[config.mk]
export PLATFORM = sky130hd
export DESIGN_NAME = vector_accel_speed_limiter_top
export DESIGN_NICKNAME = d
export VERILOG_FILES = /design/src/hdl/vasl_pkg.sv /design/src/hdl/vector_accel_speed_limiter_top.sv /design/src/hdl/vasl_sqrt.sv /design/src/hdl/vasl_div.sv /design/src/hdl/vasl_datapath.sv /design/src/hdl/vasl_ctrl.sv
export SDC_FILE = /design/constraint.sdc
export NUM_CORES = 2
export LEC_CHECK = 0
export ABC_AREA = 1
export BUFFER_PORTS_ARGS = -buffer_cell sky130_fd_sc_hd__buf_2
export CAP_MARGIN = 25
export CORE_MARGIN = 5
export CORE_UTILIZATION = 65
export CTS_CLUSTER_SIZE = 25
export DETAILED_ROUTE_END_ITERATION = 8
export MAX_ROUTING_LAYER = met4
export PLACE_DENSITY = 0.85
export SETUP_SLACK_MARGIN = 0.05
export SYNTH_ARGS = -nofsm -noshare
export SYNTH_HDL_FRONTEND = slang
export SYNTH_SLANG_ARGS = --single-unit
[constraint.sdc]
create_clock -name clk -period 19.5 [get_ports clk]
set_clock_uncertainty 0.05 [all_clocks]
set_input_delay 0.975 -clock clk [delete_from_list [all_inputs] [get_ports clk]]
set_output_delay 0.975 -clock clk [all_outputs]
set_load 0.02 [all_outputs]
[src/hdl/vasl_pkg.sv]
// Shared types, command codes and widths for the vector speed limiter.
package vasl_pkg;

    localparam int CmdW = 5;
    typedef logic [CmdW-1:0] vasl_cmd_t;

    // Datapath commands issued by the controller
    localparam vasl_cmd_t CMD_NONE   = 5'd0;
    localparam vasl_cmd_t CMD_LOAD   = 5'd1;
    localparam vasl_cmd_t CMD_LIM    = 5'd2;
    localparam vasl_cmd_t CMD_DSQX   = 5'd3;
    localparam vasl_cmd_t CMD_DSQY   = 5'd4;
    localparam vasl_cmd_t CMD_DCMP   = 5'd5;
    localparam vasl_cmd_t CMD_ROOT   = 5'd6;
    localparam vasl_cmd_t CMD_DIV_DX = 5'd7;
    localparam vasl_cmd_t CMD_DQX    = 5'd8;
    localparam vasl_cmd_t CMD_DIV_DY = 5'd9;
    localparam vasl_cmd_t CMD_DQY    = 5'd10;
    localparam vasl_cmd_t CMD_VUPD   = 5'd11;
    localparam vasl_cmd_t CMD_VSQX   = 5'd12;
    localparam vasl_cmd_t CMD_VSQY   = 5'd13;
    localparam vasl_cmd_t CMD_VCMP   = 5'd14;
    localparam vasl_cmd_t CMD_DIV_SX = 5'd15;
    localparam vasl_cmd_t CMD_SQX    = 5'd16;
    localparam vasl_cmd_t CMD_DIV_SY = 5'd17;
    localparam vasl_cmd_t CMD_SQY    = 5'd18;
    localparam vasl_cmd_t CMD_PMX    = 5'd19;
    localparam vasl_cmd_t CMD_PAX    = 5'd20;
    localparam vasl_cmd_t CMD_PMY    = 5'd21;
    localparam vasl_cmd_t CMD_PAY    = 5'd22;
    localparam vasl_cmd_t CMD_DIV_AX = 5'd23;
    localparam vasl_cmd_t CMD_AQX    = 5'd24;
    localparam vasl_cmd_t CMD_DIV_AY = 5'd25;
    localparam vasl_cmd_t CMD_AQY    = 5'd26;
    localparam vasl_cmd_t CMD_OUT    = 5'd27;

    // Configuration register indexes
    localparam logic [1:0] REG_ACCEL = 2'd0;
    localparam logic [1:0] REG_SPEED = 2'd1;
    localparam logic [1:0] REG_STEP  = 2'd2;

    localparam logic [15:0] ACCEL_RESET = 16'd768;
    localparam logic [14:0] SPEED_RESET = 15'd1024;
    localparam logic [15:0] STEP_RESET  = 16'd6554;

    // Command kinds; the two spare codes behave like "none"
    localparam logic [2:0] OP_VELOCITY = 3'd0;
    localparam logic [2:0] OP_RETURN   = 3'd1;
    localparam logic [2:0] OP_LOITER   = 3'd2;
    localparam logic [2:0] OP_LAND     = 3'd3;
    localparam logic [2:0] OP_TAKEOFF  = 3'd4;
    localparam logic [2:0] OP_NONE     = 3'd5;
    localparam logic [2:0] OP_SPARE_A  = 3'd6;
    localparam logic [2:0] OP_SPARE_B  = 3'd7;

    // Status from datapath to controller
    typedef struct packed {
        logic cmp_gt;
        logic root_done;
        logic div_done;
    } vasl_status_t;

endpackage

[src/hdl/vector_accel_speed_limiter_top.sv]
// Top level of the vector acceleration and speed limiter.
//
// Takes one command per transfer, limits the velocity change to
// accel_limit * step_time in vector magnitude, clamps speed to speed_limit,
// integrates position and reports velocity, position and acceleration. The
// time per item is set by the shared divider (one quotient bit per cycle,
// two to six divides per item) and the square-root unit (two bits per
// cycle); each limit that engages adds a root and two divides. A new
// command is taken only after the previous one has reached the output
// register, which holds its result until its transfer while the next
// command is already at work.
module vector_accel_speed_limiter_top
    import vasl_pkg::*;
(
    input  logic               clk,
    input  logic               rst_n,
    input  logic               cfg_we,
    input  logic [1:0]         cfg_index,
    input  logic [15:0]        cfg_data,
    input  logic               in_valid,
    output logic               in_ready,
    input  logic [2:0]         op,
    input  logic signed [15:0] target_vx,
    input  logic signed [15:0] target_vy,
    output logic               out_valid,
    input  logic               out_ready,
    output logic signed [15:0] vel_x_out,
    output logic signed [15:0] vel_y_out,
    output logic signed [31:0] pos_x_out,
    output logic signed [31:0] pos_y_out,
    output logic signed [15:0] acc_x_out,
    output logic signed [15:0] acc_y_out
);

    vasl_cmd_t    cmd;
    vasl_status_t status;

    vasl_ctrl u_ctrl (
        .clk       (clk),
        .rst_n     (rst_n),
        .in_valid  (in_valid),
        .in_ready  (in_ready),
        .out_valid (out_valid),
        .out_ready (out_ready),
        .status    (status),
        .cmd       (cmd)
    );

    vasl_datapath u_dp (
        .clk       (clk),
        .rst_n     (rst_n),
        .cmd       (cmd),
        .status    (status),
        .cfg_we    (cfg_we),
        .cfg_index (cfg_index),
        .cfg_data  (cfg_data),
        .op        (op),
        .target_vx (target_vx),
        .target_vy (target_vy),
        .vel_x_out (vel_x_out),
        .vel_y_out (vel_y_out),
        .pos_x_out (pos_x_out),
        .pos_y_out (pos_y_out),
        .acc_x_out (acc_x_out),
        .acc_y_out (acc_y_out)
    );

endmodule

[src/hdl/vasl_sqrt.sv]
// Iterative integer square root, two radicand bits per cycle.
module vasl_sqrt
    import vasl_pkg::*;
(
    input  logic        clk,
    input  logic        rst_n,
    input  logic        start,
    input  logic [33:0] radicand,
    output logic [16:0] root,
    output logic        done
);

    logic [33:0] x_reg, x_next;
    logic [20:0] rem_reg, rem_next;
    logic [16:0] root_reg, root_next;
    logic [4:0]  cnt_reg, cnt_next;
    logic        busy_reg, busy_next;
    logic        done_reg, done_next;
    logic [20:0] shifted;
    logic [20:0] trial;

    // One digit step: bring down two bits, try root*4+1
    always_comb
    begin
        shifted   = {rem_reg[18:0], x_reg[33:32]};
        trial     = {2'b00, root_reg, 2'b01};
        x_next    = x_reg;
        rem_next  = rem_reg;
        root_next = root_reg;
        cnt_next  = cnt_reg;
        busy_next = busy_reg;
        done_next = 1'b0;
        if (start)
        begin
            x_next    = radicand;
            rem_next  = '0;
            root_next = '0;
            cnt_next  = 5'd16;
            busy_next = 1'b1;
        end
        else if (busy_reg)
        begin
            x_next = {x_reg[31:0], 2'b00};
            if (shifted >= trial)
            begin
                rem_next  = shifted - trial;
                root_next = {root_reg[15:0], 1'b1};
            end
            else
            begin
                rem_next  = shifted;
                root_next = {root_reg[15:0], 1'b0};
            end
            if (cnt_reg == 5'd0)
            begin
                busy_next = 1'b0;
                done_next = 1'b1;
            end
            else
            begin
                cnt_next = cnt_reg - 5'd1;
            end
        end
    end

    always_ff @(posedge clk or negedge rst_n)
    begin
        if (!rst_n)
        begin
            busy_reg <= 1'b0;
            done_reg <= 1'b0;
            cnt_reg  <= '0;
        end
        else
        begin
            busy_reg <= busy_next;
            done_reg <= done_next;
            cnt_reg  <= cnt_next;
        end
    end

    always_ff @(posedge clk)
    begin
        x_reg    <= x_next;
        rem_reg  <= rem_next;
        root_reg <= root_next;
    end

    assign root = root_reg;
    assign done = done_reg;

endmodule

[src/hdl/vasl_div.sv]
// Restoring unsigned divider, one quotient bit per cycle.
module vasl_div
    import vasl_pkg::*;
(
    input  logic        clk,
    input  logic        rst_n,
    input  logic        start,
    input  logic [31:0] num,
    input  logic [16:0] den,
    output logic [31:0] quot,
    output logic        done
);

    logic [31:0] n_reg, n_next;
    logic [31:0] q_reg, q_next;
    logic [16:0] rem_reg, rem_next;
    logic [16:0] den_reg, den_next;
    logic [4:0]  cnt_reg, cnt_next;
    logic        busy_reg, busy_next;
    logic        done_reg, done_next;
    logic [17:0] shifted;
    logic [17:0] diff;

    // Shift in one numerator bit, subtract when it fits
    always_comb
    begin
        shifted   = {rem_reg, n_reg[31]};
        diff      = shifted - {1'b0, den_reg};
        n_next    = n_reg;
        q_next    = q_reg;
        rem_next  = rem_reg;
        den_next  = den_reg;
        cnt_next  = cnt_reg;
        busy_next = busy_reg;
        done_next = 1'b0;
        if (start)
        begin
            n_next    = num;
            q_next    = '0;
            rem_next  = '0;
            den_next  = den;
            cnt_next  = 5'd31;
            busy_next = 1'b1;
        end
        else if (busy_reg)
        begin
            n_next = {n_reg[30:0], 1'b0};
            if (shifted >= {1'b0, den_reg})
            begin
                rem_next = diff[16:0];
                q_next   = {q_reg[30:0], 1'b1};
            end
            else
            begin
                rem_next = shifted[16:0];
                q_next   = {q_reg[30:0], 1'b0};
            end
            if (cnt_reg == 5'd0)
            begin
                busy_next = 1'b0;
                done_next = 1'b1;
            end
            else
            begin
                cnt_next = cnt_reg - 5'd1;
            end
        end
    end

    always_ff @(posedge clk or negedge rst_n)
    begin
        if (!rst_n)
        begin
            busy_reg <= 1'b0;
            done_reg <= 1'b0;
            cnt_reg  <= '0;
        end
        else
        begin
            busy_reg <= busy_next;
            done_reg <= done_next;
            cnt_reg  <= cnt_next;
        end
    end

    always_ff @(posedge clk)
    begin
        n_reg   <= n_next;
        q_reg   <= q_next;
        rem_reg <= rem_next;
        den_reg <= den_next;
    end

    assign quot = q_reg;
    assign done = done_reg;

endmodule

[src/hdl/vasl_datapath.sv]
// Datapath: state, configuration, shared multiplier, root and divide units.
module vasl_datapath
    import vasl_pkg::*;
(
    input  logic               clk,
    input  logic               rst_n,
    input  vasl_cmd_t          cmd,
    output vasl_status_t       status,
    input  logic               cfg_we,
    input  logic [1:0]         cfg_index,
    input  logic [15:0]        cfg_data,
    input  logic [2:0]         op,
    input  logic signed [15:0] target_vx,
    input  logic signed [15:0] target_vy,
    output logic signed [15:0] vel_x_out,
    output logic signed [15:0] vel_y_out,
    output logic signed [31:0] pos_x_out,
    output logic signed [31:0] pos_y_out,
    output logic signed [15:0] acc_x_out,
    output logic signed [15:0] acc_y_out
);

    logic [15:0] accel_reg;
    logic [14:0] speed_reg;
    logic [15:0] step_reg;

    logic signed [15:0] vel_x_reg, vel_y_reg;
    logic signed [31:0] pos_x_reg, pos_y_reg;
    logic signed [16:0] d_x_reg, d_y_reg;
    logic [15:0]        lim_reg;
    logic [33:0]        sum_reg;
    logic               cmp_reg;
    logic signed [35:0] prod_reg;
    logic signed [15:0] acc_x_reg, acc_y_reg;
    logic signed [15:0] ovx_reg, ovy_reg, oax_reg, oay_reg;
    logic signed [31:0] opx_reg, opy_reg;

    logic signed [17:0] mul_a, mul_b;
    logic signed [35:0] prod;
    logic [15:0]        mag_dx, mag_dy, mag_vx, mag_vy;
    logic signed [16:0] neg_dx, neg_dy, neg_vx, neg_vy;
    logic               take_target;
    logic signed [16:0] tx, ty;
    logic [32:0]        lim_round;

    logic        root_start, root_done;
    logic [16:0] root;
    logic        div_start, div_done;
    logic [31:0] div_num, quot;
    logic [16:0] div_den;

    logic signed [35:0] pstep;
    logic signed [33:0] pos_sum;
    logic signed [31:0] pos_sat;
    logic signed [31:0] pos_sel;
    logic signed [15:0] acc_sat;
    logic               acc_neg;
    logic signed [16:0] qd;
    logic signed [15:0] qv;

    // Magnitudes of the change and of the velocity
    assign neg_dx = -d_x_reg;
    assign neg_dy = -d_y_reg;
    assign neg_vx = -{vel_x_reg[15], vel_x_reg};
    assign neg_vy = -{vel_y_reg[15], vel_y_reg};
    assign mag_dx = d_x_reg[16] ? neg_dx[15:0] : d_x_reg[15:0];
    assign mag_dy = d_y_reg[16] ? neg_dy[15:0] : d_y_reg[15:0];
    assign mag_vx = vel_x_reg[15] ? neg_vx[15:0] : vel_x_reg;
    assign mag_vy = vel_y_reg[15] ? neg_vy[15:0] : vel_y_reg;

    // Select multiplier operands per command
    always_comb
    begin
        mul_a = '0;
        mul_b = '0;
        unique case (cmd)
            CMD_LIM:    begin mul_a = {2'b00, accel_reg}; mul_b = {2'b00, step_reg}; end
            CMD_DSQX:   begin mul_a = {2'b00, mag_dx};    mul_b = {2'b00, mag_dx};   end
            CMD_DSQY:   begin mul_a = {2'b00, mag_dy};    mul_b = {2'b00, mag_dy};   end
            CMD_DCMP:   begin mul_a = {2'b00, lim_reg};   mul_b = {2'b00, lim_reg};  end
            CMD_DIV_DX: begin mul_a = {2'b00, mag_dx};    mul_b = {2'b00, lim_reg};  end
            CMD_DIV_DY: begin mul_a = {2'b00, mag_dy};    mul_b = {2'b00, lim_reg};  end
            CMD_VSQX:   begin mul_a = {2'b00, mag_vx};    mul_b = {2'b00, mag_vx};   end
            CMD_VSQY:   begin mul_a = {2'b00, mag_vy};    mul_b = {2'b00, mag_vy};   end
            CMD_VCMP:   begin mul_a = {3'b000, speed_reg}; mul_b = {3'b000, speed_reg}; end
            CMD_DIV_SX: begin mul_a = {2'b00, mag_vx};    mul_b = {3'b000, speed_reg}; end
            CMD_DIV_SY: begin mul_a = {2'b00, mag_vy};    mul_b = {3'b000, speed_reg}; end
            CMD_PMX:    begin mul_a = {{2{vel_x_reg[15]}}, vel_x_reg};
                              mul_b = {2'b00, step_reg}; end
            CMD_PMY:    begin mul_a = {{2{vel_y_reg[15]}}, vel_y_reg};
                              mul_b = {2'b00, step_reg}; end
            default:    begin mul_a = '0; mul_b = '0; end
        endcase
    end

    assign prod = mul_a * mul_b;

    // Start the shared units
    assign root_start = (cmd == CMD_ROOT);
    assign div_start  = (cmd == CMD_DIV_DX) || (cmd == CMD_DIV_DY) ||
                        (cmd == CMD_DIV_SX) || (cmd == CMD_DIV_SY) ||
                        (cmd == CMD_DIV_AX) || (cmd == CMD_DIV_AY);

    always_comb
    begin
        div_num = prod[31:0];
        div_den = root;
        if (cmd == CMD_DIV_AX)
        begin
            div_num = {mag_dx, 16'h0000};
            div_den = {1'b0, step_reg};
        end
        else if (cmd == CMD_DIV_AY)
        begin
            div_num = {mag_dy, 16'h0000};
            div_den = {1'b0, step_reg};
        end
    end

    vasl_sqrt u_sqrt (
        .clk      (clk),
        .rst_n    (rst_n),
        .start    (root_start),
        .radicand (sum_reg),
        .root     (root),
        .done     (root_done)
    );

    vasl_div u_div (
        .clk   (clk),
        .rst_n (rst_n),
        .start (div_start),
        .num   (div_num),
        .den   (div_den),
        .quot  (quot),
        .done  (div_done)
    );

    // Target selection and rounded change limit
    assign take_target = (op == OP_VELOCITY) || (op == OP_RETURN);
    assign tx = take_target ? {target_vx[15], target_vx} : 17'sd0;
    assign ty = take_target ? {target_vy[15], target_vy} : 17'sd0;
    assign lim_round = {1'b0, prod[31:0]} + 33'd32768;

    // Signed quotients for change and velocity write-back
    always_comb
    begin
        qd = {1'b0, quot[15:0]};
        qv = quot[15:0];
        if (((cmd == CMD_DQX) && d_x_reg[16]) || ((cmd == CMD_DQY) && d_y_reg[16]))
        begin
            qd = -{1'b0, quot[15:0]};
        end
        if (((cmd == CMD_SQX) && vel_x_reg[15]) || ((cmd == CMD_SQY) && vel_y_reg[15]))
        begin
            qv = -quot[15:0];
        end
    end

    // Saturated acceleration from the divider result
    always_comb
    begin
        acc_neg = (cmd == CMD_AQX) ? d_x_reg[16] : d_y_reg[16];
        if (step_reg == 16'd0)
        begin
            acc_sat = 16'sd0;
        end
        else if (acc_neg)
        begin
            acc_sat = (quot > 32'd32768) ? 16'sh8000 : -quot[15:0];
        end
        else
        begin
            acc_sat = (quot > 32'd32767) ? 16'sh7FFF : quot[15:0];
        end
    end

    // Position step with rounding and saturation
    always_comb
    begin
        pos_sel = (cmd == CMD_PAX) ? pos_x_reg : pos_y_reg;
        pstep   = (prod_reg + 36'sd128) >>> 8;
        pos_sum = {{2{pos_sel[31]}}, pos_sel} + pstep[33:0];
        if (pos_sum > 34'sd2147483647)
        begin
            pos_sat = 32'h7FFFFFFF;
        end
        else if (pos_sum < -34'sd2147483648)
        begin
            pos_sat = 32'h80000000;
        end
        else
        begin
            pos_sat = pos_sum[31:0];
        end
    end

    // Configuration registers
    always_ff @(posedge clk or negedge rst_n)
    begin
        if (!rst_n)
        begin
            accel_reg <= ACCEL_RESET;
            speed_reg <= SPEED_RESET;
            step_reg  <= STEP_RESET;
        end
        else if (cfg_we)
        begin
            unique case (cfg_index)
                REG_ACCEL: accel_reg <= cfg_data;
                REG_SPEED: speed_reg <= cfg_data[14:0];
                REG_STEP:  step_reg  <= cfg_data;
                default:   ;
            endcase
        end
    end

    // Vehicle state
    always_ff @(posedge clk or negedge rst_n)
    begin
        if (!rst_n)
        begin
            vel_x_reg <= '0;
            vel_y_reg <= '0;
            pos_x_reg <= '0;
            pos_y_reg <= '0;
        end
        else
        begin
            unique case (cmd)
                CMD_VUPD:
                begin
                    vel_x_reg <= vel_x_reg + d_x_reg[15:0];
                    vel_y_reg <= vel_y_reg + d_y_reg[15:0];
                end
                CMD_SQX: vel_x_reg <= qv;
                CMD_SQY: vel_y_reg <= qv;
                CMD_PAX: pos_x_reg <= pos_sat;
                CMD_PAY: pos_y_reg <= pos_sat;
                default: ;
            endcase
        end
    end

    // Working registers
    always_ff @(posedge clk)
    begin
        unique case (cmd)
            CMD_LOAD:
            begin
                d_x_reg <= tx - {vel_x_reg[15], vel_x_reg};
                d_y_reg <= ty - {vel_y_reg[15], vel_y_reg};
            end
            CMD_LIM:  lim_reg <= lim_round[31:16];
            CMD_DSQX: sum_reg <= {2'b00, prod[31:0]};
            CMD_DSQY: sum_reg <= sum_reg + {2'b00, prod[31:0]};
            CMD_DCMP: cmp_reg <= sum_reg > {2'b00, prod[31:0]};
            CMD_DQX:  d_x_reg <= qd;
            CMD_DQY:  d_y_reg <= qd;
            CMD_VSQX: sum_reg <= {2'b00, prod[31:0]};
            CMD_VSQY: sum_reg <= sum_reg + {2'b00, prod[31:0]};
            CMD_VCMP: cmp_reg <= sum_reg > {2'b00, prod[31:0]};
            CMD_PMX:  prod_reg <= prod;
            CMD_PMY:  prod_reg <= prod;
            CMD_AQX:  acc_x_reg <= acc_sat;
            CMD_AQY:  acc_y_reg <= acc_sat;
            CMD_OUT:
            begin
                ovx_reg <= vel_x_reg;
                ovy_reg <= vel_y_reg;
                opx_reg <= pos_x_reg;
                opy_reg <= pos_y_reg;
                oax_reg <= acc_x_reg;
                oay_reg <= acc_y_reg;
            end
            default: ;
        endcase
    end

    assign status.cmp_gt    = cmp_reg;
    assign status.root_done = root_done;
    assign status.div_done  = div_done;

    assign vel_x_out = ovx_reg;
    assign vel_y_out = ovy_reg;
    assign pos_x_out = opx_reg;
    assign pos_y_out = opy_reg;
    assign acc_x_out = oax_reg;
    assign acc_y_out = oay_reg;

endmodule

[src/hdl/vasl_ctrl.sv]
// Controller: sequences datapath commands and runs both handshakes.
module vasl_ctrl
    import vasl_pkg::*;
(
    input  logic         clk,
    input  logic         rst_n,
    input  logic         in_valid,
    output logic         in_ready,
    output logic         out_valid,
    input  logic         out_ready,
    input  vasl_status_t status,
    output vasl_cmd_t    cmd
);

    localparam logic [4:0] S_IDLE  = 5'd0;
    localparam logic [4:0] S_LIM   = 5'd1;
    localparam logic [4:0] S_DSQX  = 5'd2;
    localparam logic [4:0] S_DSQY  = 5'd3;
    localparam logic [4:0] S_DCMP  = 5'd4;
    localparam logic [4:0] S_DROOT = 5'd5;
    localparam logic [4:0] S_DRW   = 5'd6;
    localparam logic [4:0] S_DDX   = 5'd7;
    localparam logic [4:0] S_DWX   = 5'd8;
    localparam logic [4:0] S_DDY   = 5'd9;
    localparam logic [4:0] S_DWY   = 5'd10;
    localparam logic [4:0] S_VUPD  = 5'd11;
    localparam logic [4:0] S_VSQX  = 5'd12;
    localparam logic [4:0] S_VSQY  = 5'd13;
    localparam logic [4:0] S_VCMP  = 5'd14;
    localparam logic [4:0] S_SROOT = 5'd15;
    localparam logic [4:0] S_SRW   = 5'd16;
    localparam logic [4:0] S_SDX   = 5'd17;
    localparam logic [4:0] S_SWX   = 5'd18;
    localparam logic [4:0] S_SDY   = 5'd19;
    localparam logic [4:0] S_SWY   = 5'd20;
    localparam logic [4:0] S_PMX   = 5'd21;
    localparam logic [4:0] S_PAX   = 5'd22;
    localparam logic [4:0] S_PMY   = 5'd23;
    localparam logic [4:0] S_PAY   = 5'd24;
    localparam logic [4:0] S_ADX   = 5'd25;
    localparam logic [4:0] S_AWX   = 5'd26;
    localparam logic [4:0] S_ADY   = 5'd27;
    localparam logic [4:0] S_AWY   = 5'd28;
    localparam logic [4:0] S_OUT   = 5'd29;

    logic [4:0] state_reg, state_next;
    logic       out_valid_reg, out_valid_next;

    // Next state and command
    always_comb
    begin
        state_next = state_reg;
        cmd        = CMD_NONE;
        unique case (state_reg)
            S_IDLE:
            begin
                if (in_valid)
                begin
                    cmd        = CMD_LOAD;
                    state_next = S_LIM;
                end
            end
            S_LIM:  begin cmd = CMD_LIM;  state_next = S_DSQX; end
            S_DSQX: begin cmd = CMD_DSQX; state_next = S_DSQY; end
            S_DSQY: begin cmd = CMD_DSQY; state_next = S_DCMP; end
            S_DCMP: begin cmd = CMD_DCMP; state_next = S_DROOT; end
            S_DROOT:
            begin
                if (status.cmp_gt)
                begin
                    cmd        = CMD_ROOT;
                    state_next = S_DRW;
                end
                else
                begin
                    state_next = S_VUPD;
                end
            end
            S_DRW:  if (status.root_done) state_next = S_DDX;
            S_DDX:  begin cmd = CMD_DIV_DX; state_next = S_DWX; end
            S_DWX:
            begin
                if (status.div_done)
                begin
                    cmd        = CMD_DQX;
                    state_next = S_DDY;
                end
            end
            S_DDY:  begin cmd = CMD_DIV_DY; state_next = S_DWY; end
            S_DWY:
            begin
                if (status.div_done)
                begin
                    cmd        = CMD_DQY;
                    state_next = S_VUPD;
                end
            end
            S_VUPD: begin cmd = CMD_VUPD; state_next = S_VSQX; end
            S_VSQX: begin cmd = CMD_VSQX; state_next = S_VSQY; end
            S_VSQY: begin cmd = CMD_VSQY; state_next = S_VCMP; end
            S_VCMP: begin cmd = CMD_VCMP; state_next = S_SROOT; end
            S_SROOT:
            begin
                if (status.cmp_gt)
                begin
                    cmd        = CMD_ROOT;
                    state_next = S_SRW;
                end
                else
                begin
                    state_next = S_PMX;
                end
            end
            S_SRW:  if (status.root_done) state_next = S_SDX;
            S_SDX:  begin cmd = CMD_DIV_SX; state_next = S_SWX; end
            S_SWX:
            begin
                if (status.div_done)
                begin
                    cmd        = CMD_SQX;
                    state_next = S_SDY;
                end
            end
            S_SDY:  begin cmd = CMD_DIV_SY; state_next = S_SWY; end
            S_SWY:
            begin
                if (status.div_done)
                begin
                    cmd        = CMD_SQY;
                    state_next = S_PMX;
                end
            end
            S_PMX:  begin cmd = CMD_PMX; state_next = S_PAX; end
            S_PAX:  begin cmd = CMD_PAX; state_next = S_PMY; end
            S_PMY:  begin cmd = CMD_PMY; state_next = S_PAY; end
            S_PAY:  begin cmd = CMD_PAY; state_next = S_ADX; end
            S_ADX:  begin cmd = CMD_DIV_AX; state_next = S_AWX; end
            S_AWX:
            begin
                if (status.div_done)
                begin
                    cmd        = CMD_AQX;
                    state_next = S_ADY;
                end
            end
            S_ADY:  begin cmd = CMD_DIV_AY; state_next = S_AWY; end
            S_AWY:
            begin
                if (status.div_done)
                begin
                    cmd        = CMD_AQY;
                    state_next = S_OUT;
                end
            end
            S_OUT:
            begin
                if (!out_valid_reg || out_ready)
                begin
                    cmd        = CMD_OUT;
                    state_next = S_IDLE;
                end
            end
            default: state_next = S_IDLE;
        endcase
    end

    // Hold the result until its transfer
    always_comb
    begin
        out_valid_next = out_valid_reg;
        if (out_valid_reg && out_ready)
        begin
            out_valid_next = 1'b0;
        end
        if (cmd == CMD_OUT)
        begin
            out_valid_next = 1'b1;
        end
    end

    always_ff @(posedge clk or negedge rst_n)
    begin
        if (!rst_n)
        begin
            state_reg     <= S_IDLE;
            out_valid_reg <= 1'b0;
        end
        else
        begin
            state_reg     <= state_next;
            out_valid_reg <= out_valid_next;
        end
    end

    assign in_ready  = (state_reg == S_IDLE);
    assign out_valid = out_valid_reg;

endmodule

After elaboration in Yosys (flattened, before gate mapping)
Cells that the tools add are included.
W data, S select, Z words.
{ "word_totals": {"ramBits": 0, "latchBits": 0, "mem_count": 0, "input_bits": 58, "ff_bits": 612, "output_inout_bits": 130, "romBits": 0, "elab_cells": 260} }
{ "classes": {"shift": 0, "div_mod_pow": 0, "add_sub_neg": 18, "n_bitwise": 0, "eq_ne": 71, "order_cmp": 7, "n_reduce_logical": 48, "n_mul": 1, "n_mux": 78} }
{ "ops": {"columns": ["cell", "count"], "rows": [
  ["$mux W32", 7],
  ["$mux W16", 11],
  ["$pmux W18 S9", 1],
  ["$pmux W5 S30", 1],
  ["$pmux W5 S27", 1],
  ["$eq A5 B5 Y1 const B", 26],
  ["$pmux W16 S7", 1],
  ["$mux W5", 21],
  ["$eq A5 B4 Y1 const B", 16],
  ["$neg A16 Y16", 5],
  ["$mux W17", 4],
  ["$mux W34", 2],
  ["$pmux W17 S2", 2],
  ["$pmux W34 S2", 1],
  ["$pmux W16 S2", 2],
  ["$sub A17 B17 Y17", 3],
  ["$eq A5 B3 Y1 const B", 8],
  ["$add A36 B9 Y36 const B", 1],
  ["$mul A18 B17 Y35", 1],
  ["$add A34 B32 Y34", 1],
  ["$gt A34 B32 Y1", 1],
  ["$gt A34 B32 Y1 const B", 1],
  ["$lt A34 B32 Y1 const B", 1],
  ["$add A32 B28 Y33", 1],
  ["32 further kinds", 104]
]} }

Logic depth before layout (Yosys ltp)
{ "depth": {"depth_word": 12, "depth_mapped": 55, "mapped_depth_nobuf": 53} }

Cells and area by module
From an unflattened synthesis, not the netlist that was laid out.
{ "unflattened": {"cells_unflattened": 6618, "area_unflattened_um2": 50409.6} }
{ "modules_own_cells": {"columns": ["mod", "area_each_um2", "cells_per_inst", "seq_area_each_um2", "instances"], "rows": [
  ["vasl_datapath", 39824.4, 5199, 11788.8, 1],
  ["vasl_div", 5146.2, 628, 2627.5, 1],
  ["vasl_sqrt", 4469.3, 608, 1916.8, 1],
  ["vasl_ctrl", 969.7, 183, 150.1, 1]
]} }

Worst setup path before layout
OpenSTA, ideal clock, no wires.
{ "synth_path": {"path_type": "input port to flip-flop", "start": "in out_ready", "end": "reg u_dp.oax_reg[0] (netlist: u_dp.acc_x_out[0]), enable pin", "path_buffers": 0, "arrival_ns": 9.611, "cell_stages": 2, "setup_time_ns": 0.772, "setup_slack_ns": 9.068, "required_ns": 18.678, "cell_sequence": "nor2_1 nor3_1"} }
{ "synth_via": {"elab_chain_cells": 4} }
{ "synth_rtl": {"columns": ["element", "line_no", "source"], "rows": [
  ["start: declaration", "vector_accel_speed_limiter_top.sv:26", "input logic out_ready,"],
  ["$logic_or A1 B1 Y1", "vasl_ctrl.sv:157", "if (!out_valid_reg || out_ready)"],
  ["$mux W5", "vasl_ctrl.sv:157", null],
  ["$pmux W5 S27", "vasl_ctrl.sv:54", "unique case (state_reg)"],
  ["$eq A5 B5 Y1", "vasl_datapath.sv:248", "unique case (cmd)"],
  ["end signal: assignment", "vasl_datapath.sv:273", "oax_reg <= acc_x_reg;"],
  ["end: declaration", "vasl_datapath.sv:35", "logic signed [15:0] ovx_reg, ovy_reg, oax_reg, oay_reg;"]
]} }
Every way passes these cells.
A chain may end at the register's enable or synchronous reset.

Worst setup path in the final report
{ "layout_path": {"start": "reg u_ctrl.state_reg[4]", "end": "reg u_dp.sum_reg[20], data pin"} }
{ "layout_via": {"elab_chain_cells": 9, "elab_cells_between_ends": 57, "cone_classes": "1 x add/sub; 1 x mul; 40 x eq/ne; 4 x mux; 11 x reduce/logical"} }
{ "layout_rtl": {"columns": ["element", "line_no", "source"], "rows": [
  ["start: declaration", "vasl_ctrl.sv:46", "logic [4:0] state_reg, state_next;"],
  ["start signal: assignment", "vasl_ctrl.sv:190", "state_reg <= state_next;"],
  ["$eq A5 B3 Y1 / $eq A5 B4 Y1 (equally long branches)", "vasl_ctrl.sv:54", null],
  ["$reduce_or A2 Y1 (no line)", null, null],
  ["$pmux W5 S27 (*)", "vasl_ctrl.sv:54", null],
  ["$eq A5 B2 Y1, or another cell as far along", "vasl_datapath.sv:76", "unique case (cmd)"],
  ["$reduce_or A3 Y1 (no line) / $reduce_or A2 Y1 (equally long branches)", null, null],
  ["$pmux W16 S7 / $pmux W18 S9 (equally long branches)", "vasl_datapath.sv:76", null],
  ["$mul A18 B17 Y35", "vasl_datapath.sv:96", "assign prod = mul_a * mul_b;"],
  ["$add A34 B32 Y34", "vasl_datapath.sv:256, vasl_datapath.sv:261", null],
  ["$pmux W34 S2 (*)", "vasl_datapath.sv:248", null],
  ["end signal: assignment", "vasl_datapath.sv:255", "CMD_DSQX: sum_reg <= {2'b00, prod[31:0]};"],
  ["end signal: assignment", "vasl_datapath.sv:256", "CMD_DSQY: sum_reg <= sum_reg + {2'b00, prod[31:0]};"],
  ["end signal: assignment", "vasl_datapath.sv:261", "CMD_VSQY: sum_reg <= sum_reg + {2'b00, prod[31:0]};"],
  ["end: declaration", "vasl_datapath.sv:31", "logic [33:0] sum_reg;"]
]} }
Mark *: on every way between the ends. The rest lies on a longest branch, timed or not.

==> summary.txt <==
Floorplan
  • Die H: 285.6 um
  • Full die area: 0.08155 sq mm
  • # rows: 101
  • Die Wd: 285.6 um
  • Core area: 0.07557 sq mm
  • Ports: 188
  • Initial Util: 0.6532

Synth
  • #FFs+latches synth: 604
  • Post-synth top flop: edfxtp_1
  • Synth Area per Inst: 7.881 sq um
  • Distinct cells, synth: 71
  • Synthesis Warnings: 0
  • Syn Nets: 6900
  • Number of flops mapped to enable cells by yosys: 356
  • Sequential area share after synthesis: 0.3340
  • Ys async rst share: 0.2699
  • Post-Syn Area: 0.04936 sq mm
  • Count of mapped cells out of synthesis: 6263

Layout
  • Highest-count cells in the layout ignoring fill and taps: nand2_1, inv_1, nor2_1
  • Most common cell after layout, fill and taps aside: nand2_1
  • Area occupied by multi-input gates: 0.02812 sq mm
  • Final #Nets: 7028
  • Filler cells: 6022
  • Share of cells above drive strength 1: 0.07806
  • FF/Latch Area: 0.01648 sq mm
  • Synth-to-layout area growth: 8.282%

Routing
  • Antenna viol nets, final: 0
  • DRT Wirelength: 158200 um
  • Initial DRC Count: 5101
  • DR pass1 iterations: 9
  • # DRC: 0
  • DR vias/cell: 6.023
  • Vias: 44730
  • Routed length per instance: 21.30 um

Placed design
  • Post-DP HPWL: 123300 um
  • I/O Buffers: 186
  • RePlAce Congestion: 1.078

Critical path
  • Crit path max fanout: 29
  • CP Capture Type: flop
  • FF-to-FF Start: u_ctrl.state_reg[4]
  • Critical path depth: 38
  • CP arrival: 11710 ps
  • Critical path startpoint: u_ctrl.state_reg[4]
  • Worst Path Required: 19820 ps
  • Setup crit start kind: flop
  • Crit path max-delay cell type: nand3b_1
  • Buf/Inv on CP: 11
  • Type of the worst setup path: flop to flop
  • Reg2reg setup slack: 8110 ps
  • Most used cell, CP: inv_1
  • FF-to-FF path depth: 38
  • CP endpoint: u_dp.sum_reg[20]
  • CP max stage delay: 760 ps
  • RR Endpoint: u_dp.sum_reg[20]
  • Top delay family on crit path: adder cells

Clock network
  • Hold Buf Count CTS: 0
  • Setup Fix Bufs, Post-CTS: 0
  • Clk Latency, worst-skew pair: 650 ps
  • CTS sink count: 604
  • CTS tree: built
  • PostCTS Resize Cnt: 0
  • TritonCTS Buffers: 67
  • Root buffer cell: clkbuf_16
  • Maximum buffer depth of the clock tree: 3
  • CTS H-tree depth: 3
  • Clock Pin Slew Worst Setup and Hold Paths: 60 ps

Timing
  • Worst slew pin tran: 1054 ps
  • Final Max Tran Viols: 0
  • FMAX: 0.08779 GHz
  • Final setup viols: 0
  • Fin. Hold Viols: 0
  • Hold WS: 366.2 ps
  • Final worst-path cycle share: 0.5841
  • Setup_tns: 0 ps
  • Min Clock Period, post-route: 11390 ps
  • RSZ-0062 raised after global routing: no
  • Slew margin rel.: 0.2974

Flow run
  • Max-cap viol count: 0

GRT
  • Largest net degree at the start of global routing: 93
  • Overflow after GRT: 0
  • Global-route wire length before repair: 243500 um
  • GRT Overall Usage: 0.3933
  • Vias in the first global route: 43100
  • Antenna violations before repair: 4

Hold path
  • Hold Path Class: primary input to async pin

Run status
  • Status: finished, final reports clean
worst min-delay path by stage:
stage / end / slack, ps / cells past startpoint
3_3_place_gp: u_dp.acc_y_out[8] / 350 / 0
5_1_grt: u_dp.acc_y_out[14] / 370 / 0
4_1_cts: u_dp.acc_y_out[14] / 370 / 0
6_report: u_dp.pos_x_reg[20] / 370 / 1
2_1_floorplan: u_dp.acc_x_out[0] / 350 / 0
3_5_place_dp: u_dp.acc_x_out[3] / 350 / 0
worst register-to-register path: cells and delay by family, from the launching register on:
family	cells	cell delay, ps
AND/OR/NAND/NOR	12	3130
buffers and inverters	11	1940
XOR/XNOR	1	630
AO/OA/AOI/OAI	6	1210
adder cells (fa/ha/maj)	8	3560
flip-flops	1	630
stage by stage:
stage | setup slack [ps] | cells | instance area (sq um) | utilization
2_1_floorplan | 9068 | 6263 | 49360 | -
3_3_place_gp | 8522 | 7295 | 50980 | 0.6747
3_5_place_dp | 8538 | 7299 | 51050 | 0.6755
4_1_cts | 8513 | 7421 | 53410 | 0.7067
5_1_grt | 7686 | 7426 | 53450 | 0.7072
6_report | 8109 | 7426 | 53450 | 0.7072
metal layers:
layer	part of all wire	up-vias	track usage
met4	0.063	0	0.1929
met2	0.44	2460	0.5979
met3	0.10	571	0.08279
met1	0.39	21190	0.5063
li1	-	20510	-
met5	0	-	-
area by class of cell:
type	count	area share
inverters	1059	0.07456
flip-flops and latches	604	0.3084
well taps	978	0.02290
clock buffers	86	0.03420
clock inverters	36	0.009926
diodes	4	0.0001873
repair buffers	222	0.02364
multi-input cells	4437	0.5262
synthesized netlist by cell type (all sizes together) (2+ instances only):
cell type	number	area [sq um]
nor3	69	417.9
a21oi	301	1525
o211ai	40	300.3
and2	5	31.28
o221ai	22	192.7
nand4	89	556.8
o21a	12	90.09
nand3b	21	161.4
a22o	9	78.83
a31oi	24	150.1
xor2	160	1401
a211oi	16	120.1
dfrtp	153	3829
clkbuf	69	259.0
nand3	265	1356
nand2	1733	6584
o2111ai	7	61.31
a22oi	5	37.54
edfxtp	356	10690
xnor2	46	402.9
o21ai	372	1888
buf	94	543.0
fa	290	5806
o22ai	69	431.7
clkinv	5	18.77
or2	19	118.9
mux2i	2	20.02
nor4	32	215.2
a21o	18	135.1
a221oi	9	85.08
nor2	468	1952
dfxtp	85	1702
dfstp	10	262.8
o21bai	18	135.1
ha	289	3616
o31ai	5	37.54
a21boi	9	67.57
inv	1054	3966
nor3b	3	22.52
logic make-up (layout without fill, tap and decap cells):
kind of cell | Yosys count | after routing | share of synthesized area
buffers and inverters | 1222 | 1403 | 0.09699
muxes | 2 | 2 | 0.0004056
xor gates and xnor gates | 206 | 206 | 0.03655
DFF | 604 | 604 | 0.3339
adders and majority gates | 579 | 579 | 0.1909
other | 0 | 4 | 0
AOI/OAI and AO/OA | 942 | 942 | 0.1093
and+or+nand+nor | 2708 | 2708 | 0.2319
Power is left out: the tool's default activity adds up to more than one toggle a clock period on the data nets, which glitch-free logic cannot reach.
